File: config.mk
export PLATFORM = sky130hd
export DESIGN_NAME = utf8_stream_sanitizer
export DESIGN_NICKNAME = d
export VERILOG_FILES = /design/src/rtl/u8san_pkg.sv /design/src/rtl/u8san_ctrl.sv /design/src/rtl/u8san_dp.sv /design/src/rtl/utf8_stream_sanitizer.sv
export SDC_FILE = /design/constraint.sdc
export NUM_CORES = 1
export LEC_CHECK = 0
export BUFFER_PORTS_ARGS = -buffer_cell sky130_fd_sc_hd__buf_2
export CORE_MARGIN = 4
export CORE_UTILIZATION = 45
export CTS_CLUSTER_DIAMETER = 120
export CTS_CLUSTER_SIZE = 12
export DETAILED_ROUTE_END_ITERATION = 6
export PLACE_DENSITY_LB_ADDON = 0.1
export SYNTH_ARGS = -nofsm -noshare
export SYNTH_HDL_FRONTEND = slang
export SYNTH_SLANG_ARGS = --single-unit
export TNS_END_PERCENT = 1
File: constraint.sdc
create_clock -name clk_i -period 4 [get_ports clk_i]
set_input_delay 0.2 -clock clk_i [delete_from_list [all_inputs] [get_ports clk_i]]
set_output_delay 0.2 -clock clk_i [all_outputs]
set_load 0.05 [all_outputs]
File: src/rtl/u8san_pkg.sv
// Shared types, constants and sequence-judging functions of the UTF-8 stream sanitizer.
package u8san_pkg;

  localparam int unsigned ByteW  = 8;
  localparam int unsigned HoldN  = 4;
  localparam int unsigned CountW = 3;
  localparam int unsigned RemW   = 2;

  localparam logic [ByteW-1:0] SubstReset = 8'h20;

  localparam logic [ByteW-1:0] MaskTop2  = 8'hC0;
  localparam logic [ByteW-1:0] MaskTop3  = 8'hE0;
  localparam logic [ByteW-1:0] MaskTop4  = 8'hF0;
  localparam logic [ByteW-1:0] MaskTop5  = 8'hF8;
  localparam logic [ByteW-1:0] ContTag   = 8'h80;
  localparam logic [ByteW-1:0] Lead2Tag  = 8'hC0;
  localparam logic [ByteW-1:0] Lead3Tag  = 8'hE0;
  localparam logic [ByteW-1:0] Lead4Tag  = 8'hF0;
  localparam logic [ByteW-1:0] Lead2Min  = 8'hC2;
  localparam logic [ByteW-1:0] LeadE0    = 8'hE0;
  localparam logic [ByteW-1:0] LeadED    = 8'hED;
  localparam logic [ByteW-1:0] LeadF0    = 8'hF0;
  localparam logic [ByteW-1:0] LeadF4    = 8'hF4;
  localparam logic [ByteW-1:0] ContA0    = 8'hA0;
  localparam logic [ByteW-1:0] Cont90    = 8'h90;
  localparam logic [ByteW-1:0] Cont8F    = 8'h8F;

  typedef enum logic {
    ST_IDLE,
    ST_SCAN
  } state_e;

  typedef enum logic [2:0] {
    K_END,
    K_STOP,
    K_PASS,
    K_GOOD,
    K_BAD
  } kind_e;

  typedef struct packed {
    logic load;
    logic emit;
  } ctrl_cmd_t;

  typedef struct packed {
    kind_e kind;
    logic  last;
    logic  out_free;
  } dp_status_t;

  function automatic logic [CountW-1:0] seq_len(input logic [ByteW-1:0] lead);
    logic [CountW-1:0] len;
    len = 3'd0;
    if (lead[ByteW-1] == 1'b0) begin
      len = 3'd1;
    end else if ((lead & MaskTop3) == Lead2Tag) begin
      len = 3'd2;
    end else if ((lead & MaskTop4) == Lead3Tag) begin
      len = 3'd3;
    end else if ((lead & MaskTop5) == Lead4Tag) begin
      len = 3'd4;
    end
    return len;
  endfunction

  function automatic logic is_cont(input logic [ByteW-1:0] b);
    return (b & MaskTop2) == ContTag;
  endfunction

  function automatic logic well_formed(input logic [ByteW-1:0] b0, input logic [ByteW-1:0] b1,
                                       input logic [ByteW-1:0] b2, input logic [ByteW-1:0] b3,
                                       input logic [CountW-1:0] len);
    logic ok;
    ok = 1'b1;
    unique case (len)
      3'd1: ok = 1'b1;
      3'd2: ok = (b0 >= Lead2Min) && is_cont(b1);
      3'd3: begin
        ok = is_cont(b1) && is_cont(b2);
        if (b0 == LeadE0 && b1 < ContA0) ok = 1'b0;
        if (b0 == LeadED && b1 >= ContA0) ok = 1'b0;
      end
      3'd4: begin
        ok = is_cont(b1) && is_cont(b2) && is_cont(b3);
        if (b0 == LeadF0 && b1 < Cont90) ok = 1'b0;
        if (b0 == LeadF4 && b1 > Cont8F) ok = 1'b0;
        if (b0 > LeadF4) ok = 1'b0;
      end
      default: ok = 1'b0;
    endcase
    return ok;
  endfunction

  function automatic kind_e classify(input logic [ByteW-1:0] b0, input logic [ByteW-1:0] b1,
                                     input logic [ByteW-1:0] b2, input logic [ByteW-1:0] b3,
                                     input logic [CountW-1:0] n, input logic eos);
    logic [CountW-1:0] len;
    kind_e             k;
    len = seq_len(b0);
    if (n == 3'd0) begin
      k = K_END;
    end else if (len != 3'd0 && n < len && !eos) begin
      k = K_STOP;
    end else if (len != 3'd0 && n >= len && well_formed(b0, b1, b2, b3, len)) begin
      k = K_GOOD;
    end else begin
      k = K_BAD;
    end
    return k;
  endfunction

endpackage

File: src/rtl/u8san_ctrl.sv
// Controller state machine of the UTF-8 stream sanitizer: sequences loading and emission.
module u8san_ctrl (
  input  logic                   clk_i,
  input  logic                   rst_ni,
  input  logic                   in_valid_i,
  input  u8san_pkg::dp_status_t  status_i,
  output u8san_pkg::ctrl_cmd_t   cmd_o,
  output logic                   in_stall_o,
  output u8san_pkg::state_e      state_o
);
  import u8san_pkg::*;

  state_e state_q, state_d;
  logic   emissive;
  logic   finish;
  logic   ready;

  always_comb begin
    emissive   = (status_i.kind == K_PASS) || (status_i.kind == K_GOOD) ||
                 (status_i.kind == K_BAD);
    cmd_o.emit = (state_q == ST_SCAN) && emissive && status_i.out_free;
    finish     = (state_q == ST_SCAN) &&
                 ((status_i.kind == K_END) || (status_i.kind == K_STOP) ||
                  (cmd_o.emit && status_i.last));
    ready      = (state_q == ST_IDLE) || finish;
    cmd_o.load = in_valid_i && ready;
    in_stall_o = !ready;
  end

  always_comb begin
    state_d = state_q;
    unique case (state_q)
      ST_IDLE: begin
        if (cmd_o.load) state_d = ST_SCAN;
      end
      ST_SCAN: begin
        if (cmd_o.load) begin
          state_d = ST_SCAN;
        end else if (finish) begin
          state_d = ST_IDLE;
        end
      end
      default: state_d = ST_IDLE;
    endcase
  end

  always_ff @(posedge clk_i or negedge rst_ni) begin
    if (!rst_ni) begin
      state_q <= ST_IDLE;
    end else begin
      state_q <= state_d;
    end
  end

  assign state_o = state_q;

endmodule

File: src/rtl/u8san_dp.sv
// Datapath of the UTF-8 stream sanitizer: held bytes, judging logic and output register.
module u8san_dp (
  input  logic                          clk_i,
  input  logic                          rst_ni,
  input  u8san_pkg::ctrl_cmd_t          cmd_i,
  output u8san_pkg::dp_status_t         status_o,
  input  logic [u8san_pkg::ByteW-1:0]   data_byte_i,
  input  logic                          end_of_stream_i,
  input  logic                          cfg_we_i,
  input  logic [u8san_pkg::ByteW-1:0]   cfg_wdata_i,
  output logic                          out_valid_o,
  input  logic                          out_stall_i,
  output logic [u8san_pkg::ByteW-1:0]   out_byte_o,
  output logic                          substituted_o,
  output logic                          run_last_o,
  output logic                          stream_last_o
);
  import u8san_pkg::*;

  logic [ByteW-1:0]  hold_q [HoldN];
  logic [ByteW-1:0]  hold_d [HoldN];
  logic [CountW-1:0] count_q, count_d;
  logic [RemW-1:0]   rem_q, rem_d;
  logic              eos_q, eos_d;
  logic [ByteW-1:0]  subst_q;
  logic              out_valid_q, out_valid_d;
  logic [ByteW-1:0]  out_byte_q;
  logic              out_sub_q;
  logic              out_run_last_q;
  logic              out_stream_last_q;

  logic [CountW-1:0] cur_len;
  logic [CountW-1:0] len_less;
  logic [CountW-1:0] base;
  kind_e             cur_kind;
  kind_e             nxt_kind;
  logic              nxt_done;
  logic              last;

  always_comb begin
    cur_len  = seq_len(hold_q[0]);
    len_less = cur_len - 3'd1;
    cur_kind = (rem_q != '0) ? K_PASS :
               classify(hold_q[0], hold_q[1], hold_q[2], hold_q[3], count_q, eos_q);
    nxt_kind = classify(hold_q[1], hold_q[2], hold_q[3], '0, count_q - 3'd1, eos_q);
    nxt_done = (nxt_kind == K_END) || (nxt_kind == K_STOP);
    last     = nxt_done && ((cur_kind == K_BAD) ||
                            (cur_kind == K_GOOD && cur_len == 3'd1) ||
                            (cur_kind == K_PASS && rem_q == 2'd1));
    status_o.kind     = cur_kind;
    status_o.last     = last;
    status_o.out_free = !out_valid_q || !out_stall_i;
  end

  always_comb begin
    hold_d  = hold_q;
    count_d = count_q;
    rem_d   = rem_q;
    base    = count_q;
    if (cmd_i.emit) begin
      for (int i = 0; i < HoldN - 1; i++) begin
        hold_d[i] = hold_q[i+1];
      end
      count_d = count_q - 3'd1;
      base    = count_q - 3'd1;
      priority case (cur_kind)
        K_GOOD:  rem_d = len_less[RemW-1:0];
        K_PASS:  rem_d = rem_q - 2'd1;
        default: rem_d = '0;
      endcase
    end
    if (cmd_i.load) begin
      hold_d[base[1:0]] = data_byte_i;
      count_d           = base + 3'd1;
    end
    eos_d = cmd_i.load ? end_of_stream_i : eos_q;
  end

  always_comb begin
    out_valid_d = out_valid_q;
    if (cmd_i.emit) begin
      out_valid_d = 1'b1;
    end else if (!out_stall_i) begin
      out_valid_d = 1'b0;
    end
  end

  always_ff @(posedge clk_i or negedge rst_ni) begin
    if (!rst_ni) begin
      count_q     <= '0;
      rem_q       <= '0;
      eos_q       <= 1'b0;
      subst_q     <= SubstReset;
      out_valid_q <= 1'b0;
    end else begin
      count_q     <= count_d;
      rem_q       <= rem_d;
      eos_q       <= eos_d;
      out_valid_q <= out_valid_d;
      if (cfg_we_i) subst_q <= cfg_wdata_i;
    end
  end

  always_ff @(posedge clk_i) begin
    hold_q <= hold_d;
    if (cmd_i.emit) begin
      out_byte_q        <= (cur_kind == K_BAD) ? subst_q : hold_q[0];
      out_sub_q         <= (cur_kind == K_BAD);
      out_run_last_q    <= last;
      out_stream_last_q <= last && eos_q;
    end
  end

  assign out_valid_o   = out_valid_q;
  assign out_byte_o    = out_byte_q;
  assign substituted_o = out_sub_q;
  assign run_last_o    = out_run_last_q;
  assign stream_last_o = out_stream_last_q;

endmodule

File: src/rtl/utf8_stream_sanitizer.sv
// Top level of the UTF-8 stream sanitizer: controller, datapath and checks.
// The block takes one byte per accepted item and gives one result per byte it consumes,
// one result per cycle through its output register while the output is not stalled. An
// ASCII byte, or a byte that is only held as part of an unfinished sequence, has at most
// one result, so ASCII text streams at one byte per cycle while the output is not stalled;
// the item that completes or breaks a held sequence gives its results one after another,
// up to four, and the next item is taken while its last result is emitted. The first
// result of an item is loaded into the output register after the item is taken into the
// held bytes, and a stalled output holds the input off. Rejected bytes come out as the
// substitute byte with the substituted flag set; the stream is valid UTF-8 exactly when no
// result of it is flagged. After reset the block is ready at once, with no clearing pass.
module utf8_stream_sanitizer (
  input  logic                          clk_i,
  input  logic                          rst_ni,
  input  logic                          in_valid_i,
  output logic                          in_stall_o,
  input  logic [u8san_pkg::ByteW-1:0]   data_byte_i,
  input  logic                          end_of_stream_i,
  input  logic                          cfg_we_i,
  input  logic [u8san_pkg::ByteW-1:0]   cfg_wdata_i,
  output logic                          out_valid_o,
  input  logic                          out_stall_i,
  output logic [u8san_pkg::ByteW-1:0]   out_byte_o,
  output logic                          substituted_o,
  output logic                          run_last_o,
  output logic                          stream_last_o
);
  import u8san_pkg::*;

  ctrl_cmd_t  cmd;
  dp_status_t status;
  state_e     state;

  u8san_ctrl u_ctrl (
    .clk_i      (clk_i),
    .rst_ni     (rst_ni),
    .in_valid_i (in_valid_i),
    .status_i   (status),
    .cmd_o      (cmd),
    .in_stall_o (in_stall_o),
    .state_o    (state)
  );

  u8san_dp u_dp (
    .clk_i           (clk_i),
    .rst_ni          (rst_ni),
    .cmd_i           (cmd),
    .status_o        (status),
    .data_byte_i     (data_byte_i),
    .end_of_stream_i (end_of_stream_i),
    .cfg_we_i        (cfg_we_i),
    .cfg_wdata_i     (cfg_wdata_i),
    .out_valid_o     (out_valid_o),
    .out_stall_i     (out_stall_i),
    .out_byte_o      (out_byte_o),
    .substituted_o   (substituted_o),
    .run_last_o      (run_last_o),
    .stream_last_o   (stream_last_o)
  );

  a_stream_last_ends_run: assert property (@(posedge clk_i) disable iff (!rst_ni)
    out_valid_o && stream_last_o |-> run_last_o)
    else $error("Stream end flagged on a result that does not end its item.");

  a_accept_starts_scan: assert property (@(posedge clk_i) disable iff (!rst_ni)
    in_valid_i && !in_stall_o |=> state == ST_SCAN)
    else $error("Accepted item was not scanned.");

  a_pass_only_in_scan: assert property (@(posedge clk_i) disable iff (!rst_ni)
    status.kind == K_PASS |-> state == ST_SCAN)
    else $error("Unfinished sequence left over while idle.");

endmodule

== Word-level counts from Yosys, hierarchy flattened ==
Cells that the tools add are included.
Storage, ports and cells
  input bits: 22
  flip-flop bits (word level): 59
  word-level logic and storage cells: 156
  output and inout port bits: 13
Cells by class
  reduce and logical (&&, ||, !) cells: 49
  equality and inequality tests: 29
  mux-type cells: 43
  order comparisons: 15
  bitwise gates (word level): 2
  add/sub/neg operators: 4
Operator list (count)
  3-bit 2-to-1 mux: 17
  8-bit == test, second input constant: 6
  32-bit bitwise mux: 1
  8-bit greater-or-equal comparator, second input constant: 4
  32-bit 2-to-1 mux: 1
  1-bit logical AND: 29
  8-bit less-than comparator, second input constant: 3
  24-bit 2-to-1 mux: 1
  3-bit by 2-bit == test with 1-bit output, second input constant: 6
  8-bit demux with 2-bit select: 1
  8-bit > comparator, second input constant: 2
  1-bit 2-to-1 mux: 16
  8-bit 2-to-1 mux: 2
  3-bit by 1-bit == test with 1-bit output, second input constant: 4
  3-bit == test, second input constant: 4
  3-bit zero test: 4
  5-bit == test, second input constant: 2
  1-bit logical OR: 9
  4-bit == test, second input constant: 2
  2-bit == test, second input constant: 3
  3-bit greater-or-equal comparator: 2
  3-bit less-than comparator: 2
  3-bit nonzero test: 2
  1-bit zero test: 4
  other kinds (14): 15

== Logic depth before layout (Yosys ltp) ==
Gate-level depths: netlist (run 1).
  depth after elaboration: 28
  mapped depth: 17
  gate-level depth less buffers: 15

== By module ==
From an unflattened synthesis (run 1), not the netlist that was laid out.
Second synthesis, totals
  cells, all modules: 286
  area, all modules: 3060.4 µm²
By module, submodules not included
  u8san_dp: sequential area each 1427.6 µm², instances 1, cells an instance 274, area each 2959.1 µm²
  u8san_ctrl: sequential area each 25.0 µm², instances 1, cells an instance 12, area each 101.3 µm²

== Worst setup path before layout (run 1) ==
Ideal clock, no wire load.
  path type: register to register
  start point: register u_dp.hold_q[31] (netlist name)
  end point: register with a tool-made name
  cell stages (with the launch flop): 16
  data required time: 3.630 ns
  path buffers: 2
  period minus slack after synthesis: 3.863 ns
  arrival time: 3.493 ns
  setup time: 0.370 ns
  slack: 0.137 ns
  cells stage by stage: dfxtp_1 > nand4_1 > or2_1 > clkbuf_1 > ha_1 > a211oi_1 > o21a_1 > a21oi_1 > o31a_1 > nand2_1 > clkinv_1 > buf_1 > xnor2_1 > ha_1 > nand2_1 > nor2_1
RTL lines
  start, declared: line u8san_dp.sv:20  | logic [ByteW-1:0] hold_q [HoldN];
  start signal, assigned: line u8san_dp.sv:105  | hold_q <= hold_d;

==> results of run 1 <==
## layout by cell type (no fill, tap or decap), types with 7 or more instances in the layout
master | Yosys | final
mux2_2 | 42 | 42
dfxtp_1 | 24 | 24
edfxtp_1 | 19 | 19
buf_2 | 3 | 34
dfrtp_1 | 15 | 15
inv_1 | 11 | 11
ha_1 | 17 | 17
o21ai_0 | 7 | 7
nand2_1 | 89 | 89
clkbuf_8 | 0 | 9
## cell families after synthesis
group | after synthesis | synth area share (%)
flops | 59 | 46.8
buf+inv | 24 | 3.03
xor+xnor | 5 | 1.41
mux | 43 | 15.6
simple gates | 128 | 18.8
compound gates | 31 | 7.50
fa+ha+maj | 17 | 6.86
## worst min path at each step
stage	end	slack, ns
global route	flop	0.06
floorplan	u_ctrl.state_o	-0.1
global placement	u_ctrl.state_o	0.16
finish	flop	0.08
CTS	flop	0.07
detailed placement	u_ctrl.state_o	0.16
## area by class of cell
class,instances,area (µm²),share of cell area (%)
repair buffers,40,218,6.05
multi-input cells,224,1570,43.6
well taps,77,96.3,2.68
clock buffers,10,128,3.55
inverters,12,45.0,1.25
flip-flops and latches,59,1450,40.4
clock inverters,6,90.1,2.50
## routing by layer
metal	part of all wire (%)	vias to the layer above
met1	46	1099
met5	0	-
li1	-	1145
met2	49	37
met3	3.4	10
met4	1.5	0
## critical path, delay by kind of cell (launching register included)
kind	cells	cell delay (ns)
fa+ha+maj	2	0.55
buf+inv	1	0.13
compound gates	4	0.84
simple gates	5	0.96
mux	1	0.38
flops	1	0.42
xor+xnor	1	0.27
## stage by stage
| step | hold WS (ns) | setup slack [ns] | cell area, µm² | cells |
|---|---|---|---|---|
| after floorplan | -0.0956 | 0.137 | 3100 | 307 |
| after global placement | 0.156 | 0.400 | 3360 | 411 |
| after detailed placement | 0.155 | 0.277 | 3360 | 411 |
| after CTS | 0.0683 | 0.248 | 3580 | 428 |
| after global routing | 0.0585 | 0.0755 | 3600 | 428 |
| final | 0.0799 | 0.346 | 3600 | 428 |
## what timing repair did
action / in CTS / in global routing
endpoints found under the hold margin: 15 / 0
resized for setup: 0 / 3
endpoints found under the setup margin: 0 / 24
hold buffers: 1 / 0
==> metrics.txt, run 1 <==
status=complete, no violations; Slew HR=57.6%; CTS Buffer Depth=2; setup TNS=0 ns; reg2reg end=u_dp.hold_q[20]; Worst Setup Start Kind=flop; final worst-path cycle share=91.4%; critical path required time=4.22 ns; IO buf count=34; path depth of the worst reg2reg path=14; worst hold path type=in2reg; IO Pins=35; share of layout cells above drive strength 1=29.9%; antenna viol nets, final=0; skew final=0.00854 ns; top-count cell post-synth=nand2_1; sequential-to-total area share from yosys stat=46.8%; TritonCTS clock tree=done; largest net degree at the start of global routing=37; Reg2Reg Launch Point=u_dp.hold_q[31]; GP Congestion=0.777; Worst-Skew Late Latency=0.34 ns; met2 usage=28.0%; syn avg cell area=10.1 µm²; Util after Layout=55.1%; Vias per Instance=5.35; Fillers=587; synth top area cells=edfxtp_1, dfxtp_1, mux2_2; synth cell count leaders=nand2_1, mux2_2, dfxtp_1, edfxtp_1, ha_1; initial drt markers=94; minimum clock period=3.65 ns; initial antenna violation count=0; RSZ-0062 raised after global routing=no; overall routed net length=6.73 mm; routing usage on met3=5.37%; die area=0.00828 mm²; Area Growth Syn to Fin=16.1%; CTS Buf Count=9; Reg clk slew, reported paths=0.07 ns; CP max-delay cell=dfxtp_1; clk sink count=59; drt drc=0; syn_nets=346; Yosys reg bits=59; Post-DP HPWL=4.75 mm; mapped cell area=0.00310 mm²; cells after synthesis=307; Synth Flop Type=dfxtp_1; depth of the CTS H-tree=3; Max Clk Rate=0.274 GHz; DR WL/cell=15.7 µm; layer carrying the most global-route usage=met2; number of global-route vias before repair=2217; Synth Warn #=0; n_diodes=0; Post-synth EDFFs=19; Die Y=91.0 µm; global-route wire length before repair=11.2 mm; fraction of registers with async set/reset=27.1%; hold path startpoint=data_byte_i[2]; Hold Crit Depth=1; dominant cell type by area after synthesis=edfxtp_1; CP max FO=8; routing usage on met1=21.7%; Tot GR Track Use=17.2%; initial core utilization=47.5%; Core Box Area=0.00653 mm²; final setup fails=0; Synth cell types=50; Rows=29; root buffer cell=clkbuf_8; 1st-pass router iterations=4; endpoints failing hold=0; GRT overflow=0; crit end category=flop; slowest stage delay, CP=0.42 ns; Crit Path Class=reg2reg; final net count=385; critical path endpoint=u_dp.hold_q[20]; Worst Tran Pin Value=0.621 ns; Setup Buffers After CTS=0; R2R setup slack=0.35 ns; fin. max-slew vios=0; area share of the largest cell type after synthesis=18.4%; routed via count=2291; Max Cap Violations=0; Die W=91.0 µm; WP data arrival=3.88 ns; crit path from=u_dp.hold_q[31]; worst path cell trace=nand4_1, or2_1, ha_1, a211oi_1, o21a_1, a21oi_1, o31a_1, nand2_1, clkinv_1, xnor2_1, ha_1, nand2_1, nor2_4, mux2_2
Power of run 1 is not shown: default switching activity piles up to over one toggle a cycle in this logic, so the estimate is an artifact.
==> run 2, diff against run 1 <==
CELL_PAD_IN_SITES_DETAIL_PLACEMENT = 0   (was default)
CELL_PAD_IN_SITES_GLOBAL_PLACEMENT = 1   (was default)
CORE_UTILIZATION = 41   (was 45)
SKIP_CTS_REPAIR_TIMING = 1   (was default)
==> run 2 against run 1 <==
Compared with the run above:
- worst hold slack gained 0.0020 ns
- first-iteration DRC count shrank 30%
- critical path depth grew 2
- largest cell class unchanged
==> metrics.txt, run 2 (synthesized netlist as in run 1, its figures left out) <==
CP max-delay cell=dfxtp_1; initial core utilization=42.5% (-5.0 points); Post-DP HPWL=4.91 mm (+3.4%); Vias per Instance=5.09 (-4.9%); crit-path leading delay family=compound AO/OA/AOI/OAI gates; 1st-pass router iterations=5 (+1); final net count=389 (+1.0%); initial drt markers=66 (-30%); IO buf count=34 (unchanged); drt drc=0 (unchanged); worst path cell trace=nand4_1, or2_1, ha_1, a211oi_1, o21a_1, a21oi_1, o31a_1, nand2_4, clkinv_1, xnor2_1, inv_1, ha_1, nand2_1, nor2_4, buf_12, mux2_2; Worst-Skew Late Latency=0.34 ns (about the same); DR WL/cell=15.0 µm (-4.4%); antenna viol nets, final=0 (unchanged); root buffer cell=clkbuf_8; overall routed net length=6.83 mm (+1.4%); Crit Path Class=reg2reg; routed via count=2311 (+0.87%); Slew HR=63.0% (+5.4 points); Reg2Reg Launch Point=u_dp.hold_q[29]; CTS Buf Count=9 (unchanged); initial antenna violation count=0 (unchanged); commonest non-fill, non-tap cell in the layout=nand2_1; minimum clock period=3.60 ns (-0.0551 ns); hold path startpoint=data_byte_i[0]; GP Congestion=0.774 (-0.41%); n_diodes=0 (unchanged); Max Clk Rate=0.278 GHz (+1.5%); final setup margin=0.401 ns (+0.0551 ns); slowest stage delay, CP=0.42 ns (about the same); clk sink count=59 (unchanged); Rows=31 (+6.9%); Area Growth Syn to Fin=18.7%; final setup fails=0 (unchanged); CP max FO=12 (+4); die area=0.00902 mm² (+8.9%); pre-CTS setup slack=-0.0168 ns (-0.293 ns); share of layout cells above drive strength 1=30.7% (+0.79 points); Hold Crit Depth=1 (unchanged); global-route wire length before repair=11.3 mm (+1.1%); GRT overflow=0 (unchanged); commonest non-fill, non-tap cells in the layout=nand2_1, mux2_2, buf_2, dfxtp_1, edfxtp_1; final worst-path cycle share=90.0% (-1.4 points); largest net degree at the start of global routing=37 (unchanged); fin. max-slew vios=0 (unchanged); Cells after DPL=435 (+5.8%); Core Box Area=0.00729 mm² (+12%); reg2reg end=u_dp.hold_q[28]; IO Pins=35 (unchanged); Tot GR Track Use=16.8% (-0.33 points); Max Cap Violations=0 (unchanged); WP data arrival=3.82 ns (-0.06 ns); Worst Tran Pin Value=0.541 ns (-0.0793 ns); TritonCTS clock tree=done; crit end category=flop; R2R setup slack=0.40 ns (+0.06 ns); critical path required time=4.22 ns (about the same); path depth of the worst reg2reg path=16 (+2); CTS Buffer Depth=2 (unchanged); number of global-route vias before repair=2193 (-1.1%); depth of the CTS H-tree=3 (unchanged); skew final=0.0112 ns (+0.00265 ns); Worst Setup Start Kind=flop; Reg clk slew, reported paths=0.07 ns (about the same); Die W=95.0 µm (+4.4%); Critical Path Most Common Cell=ha_1; Cell Count, Final, Fillers Out=454 (+6.1%); setup TNS=0 ns (unchanged); WP buf/inv=3 (+2); endpoints failing hold=0 (unchanged); worst hold path type=in2reg; Util after Layout=50.5% (-4.6 points); Die Y=95.0 µm (+4.4%); RSZ-0062 raised after global routing=no; status=complete, no violations
-- run 2: cell count changes in the layout (fill, tap and decap cells not counted) --
cell      delta
buf_12       +2
buf_4        +2
clkinv_1     +1
clkinv_2     +1
clkinv_4     -2
nand2_1      -1
nand2_4      +1
-- run 2: routing by layer --
layer  global-route usage, %  vias up  routed length [µm]
met5                       0        -                   0
li1                        -     1146                   -
met3                    3.43        8                 271
met1                    22.4     1115                3200
met4                    6.85        0                 112
met2                    26.7       42                3250
-- run 2: how the worst max path moves through the flow --
stage | slack (ns) | endpoint | depth (start not counted) | from
final | 0.40 | u_dp.hold_q[28] | 16 | u_dp.hold_q[29]
after global routing | 0.08 | flop | 14 | u_dp.hold_q[29]
after CTS | -0.02 | u_dp.hold_q[28] | 15 | u_dp.hold_q[29]
after detailed placement | -0.02 | u_dp.hold_q[31] | 15 | u_dp.hold_q[29]
after global placement | 0.13 | u_dp.hold_q[28] | 15 | u_dp.hold_q[28]
after floorplan | 0.14 | flop | 15 | u_dp.hold_q[31]
-- run 2: per-stage QoR --
step	instance area (µm²)	hold WS (ns)
after floorplan	3100	-0.0956
after global placement	3400	0.148
after detailed placement	3400	0.157
after CTS	3610	-0.218
after global routing	3680	0.0756
final	3680	0.0819
-- run 2: layout make-up --
type / instances / area (µm²)
Multi-Input combinational cell: 224 / 1580
Clock buffer: 10 / 128
Timing Repair Buffer: 44 / 273
Clock inverter: 6 / 81.3
Sequential cell: 59 / 1450
Tap cell: 99 / 124
Fill cell: 735 / 3610
Inverter: 12 / 45.0
Power of run 2 is left out for the same reason.
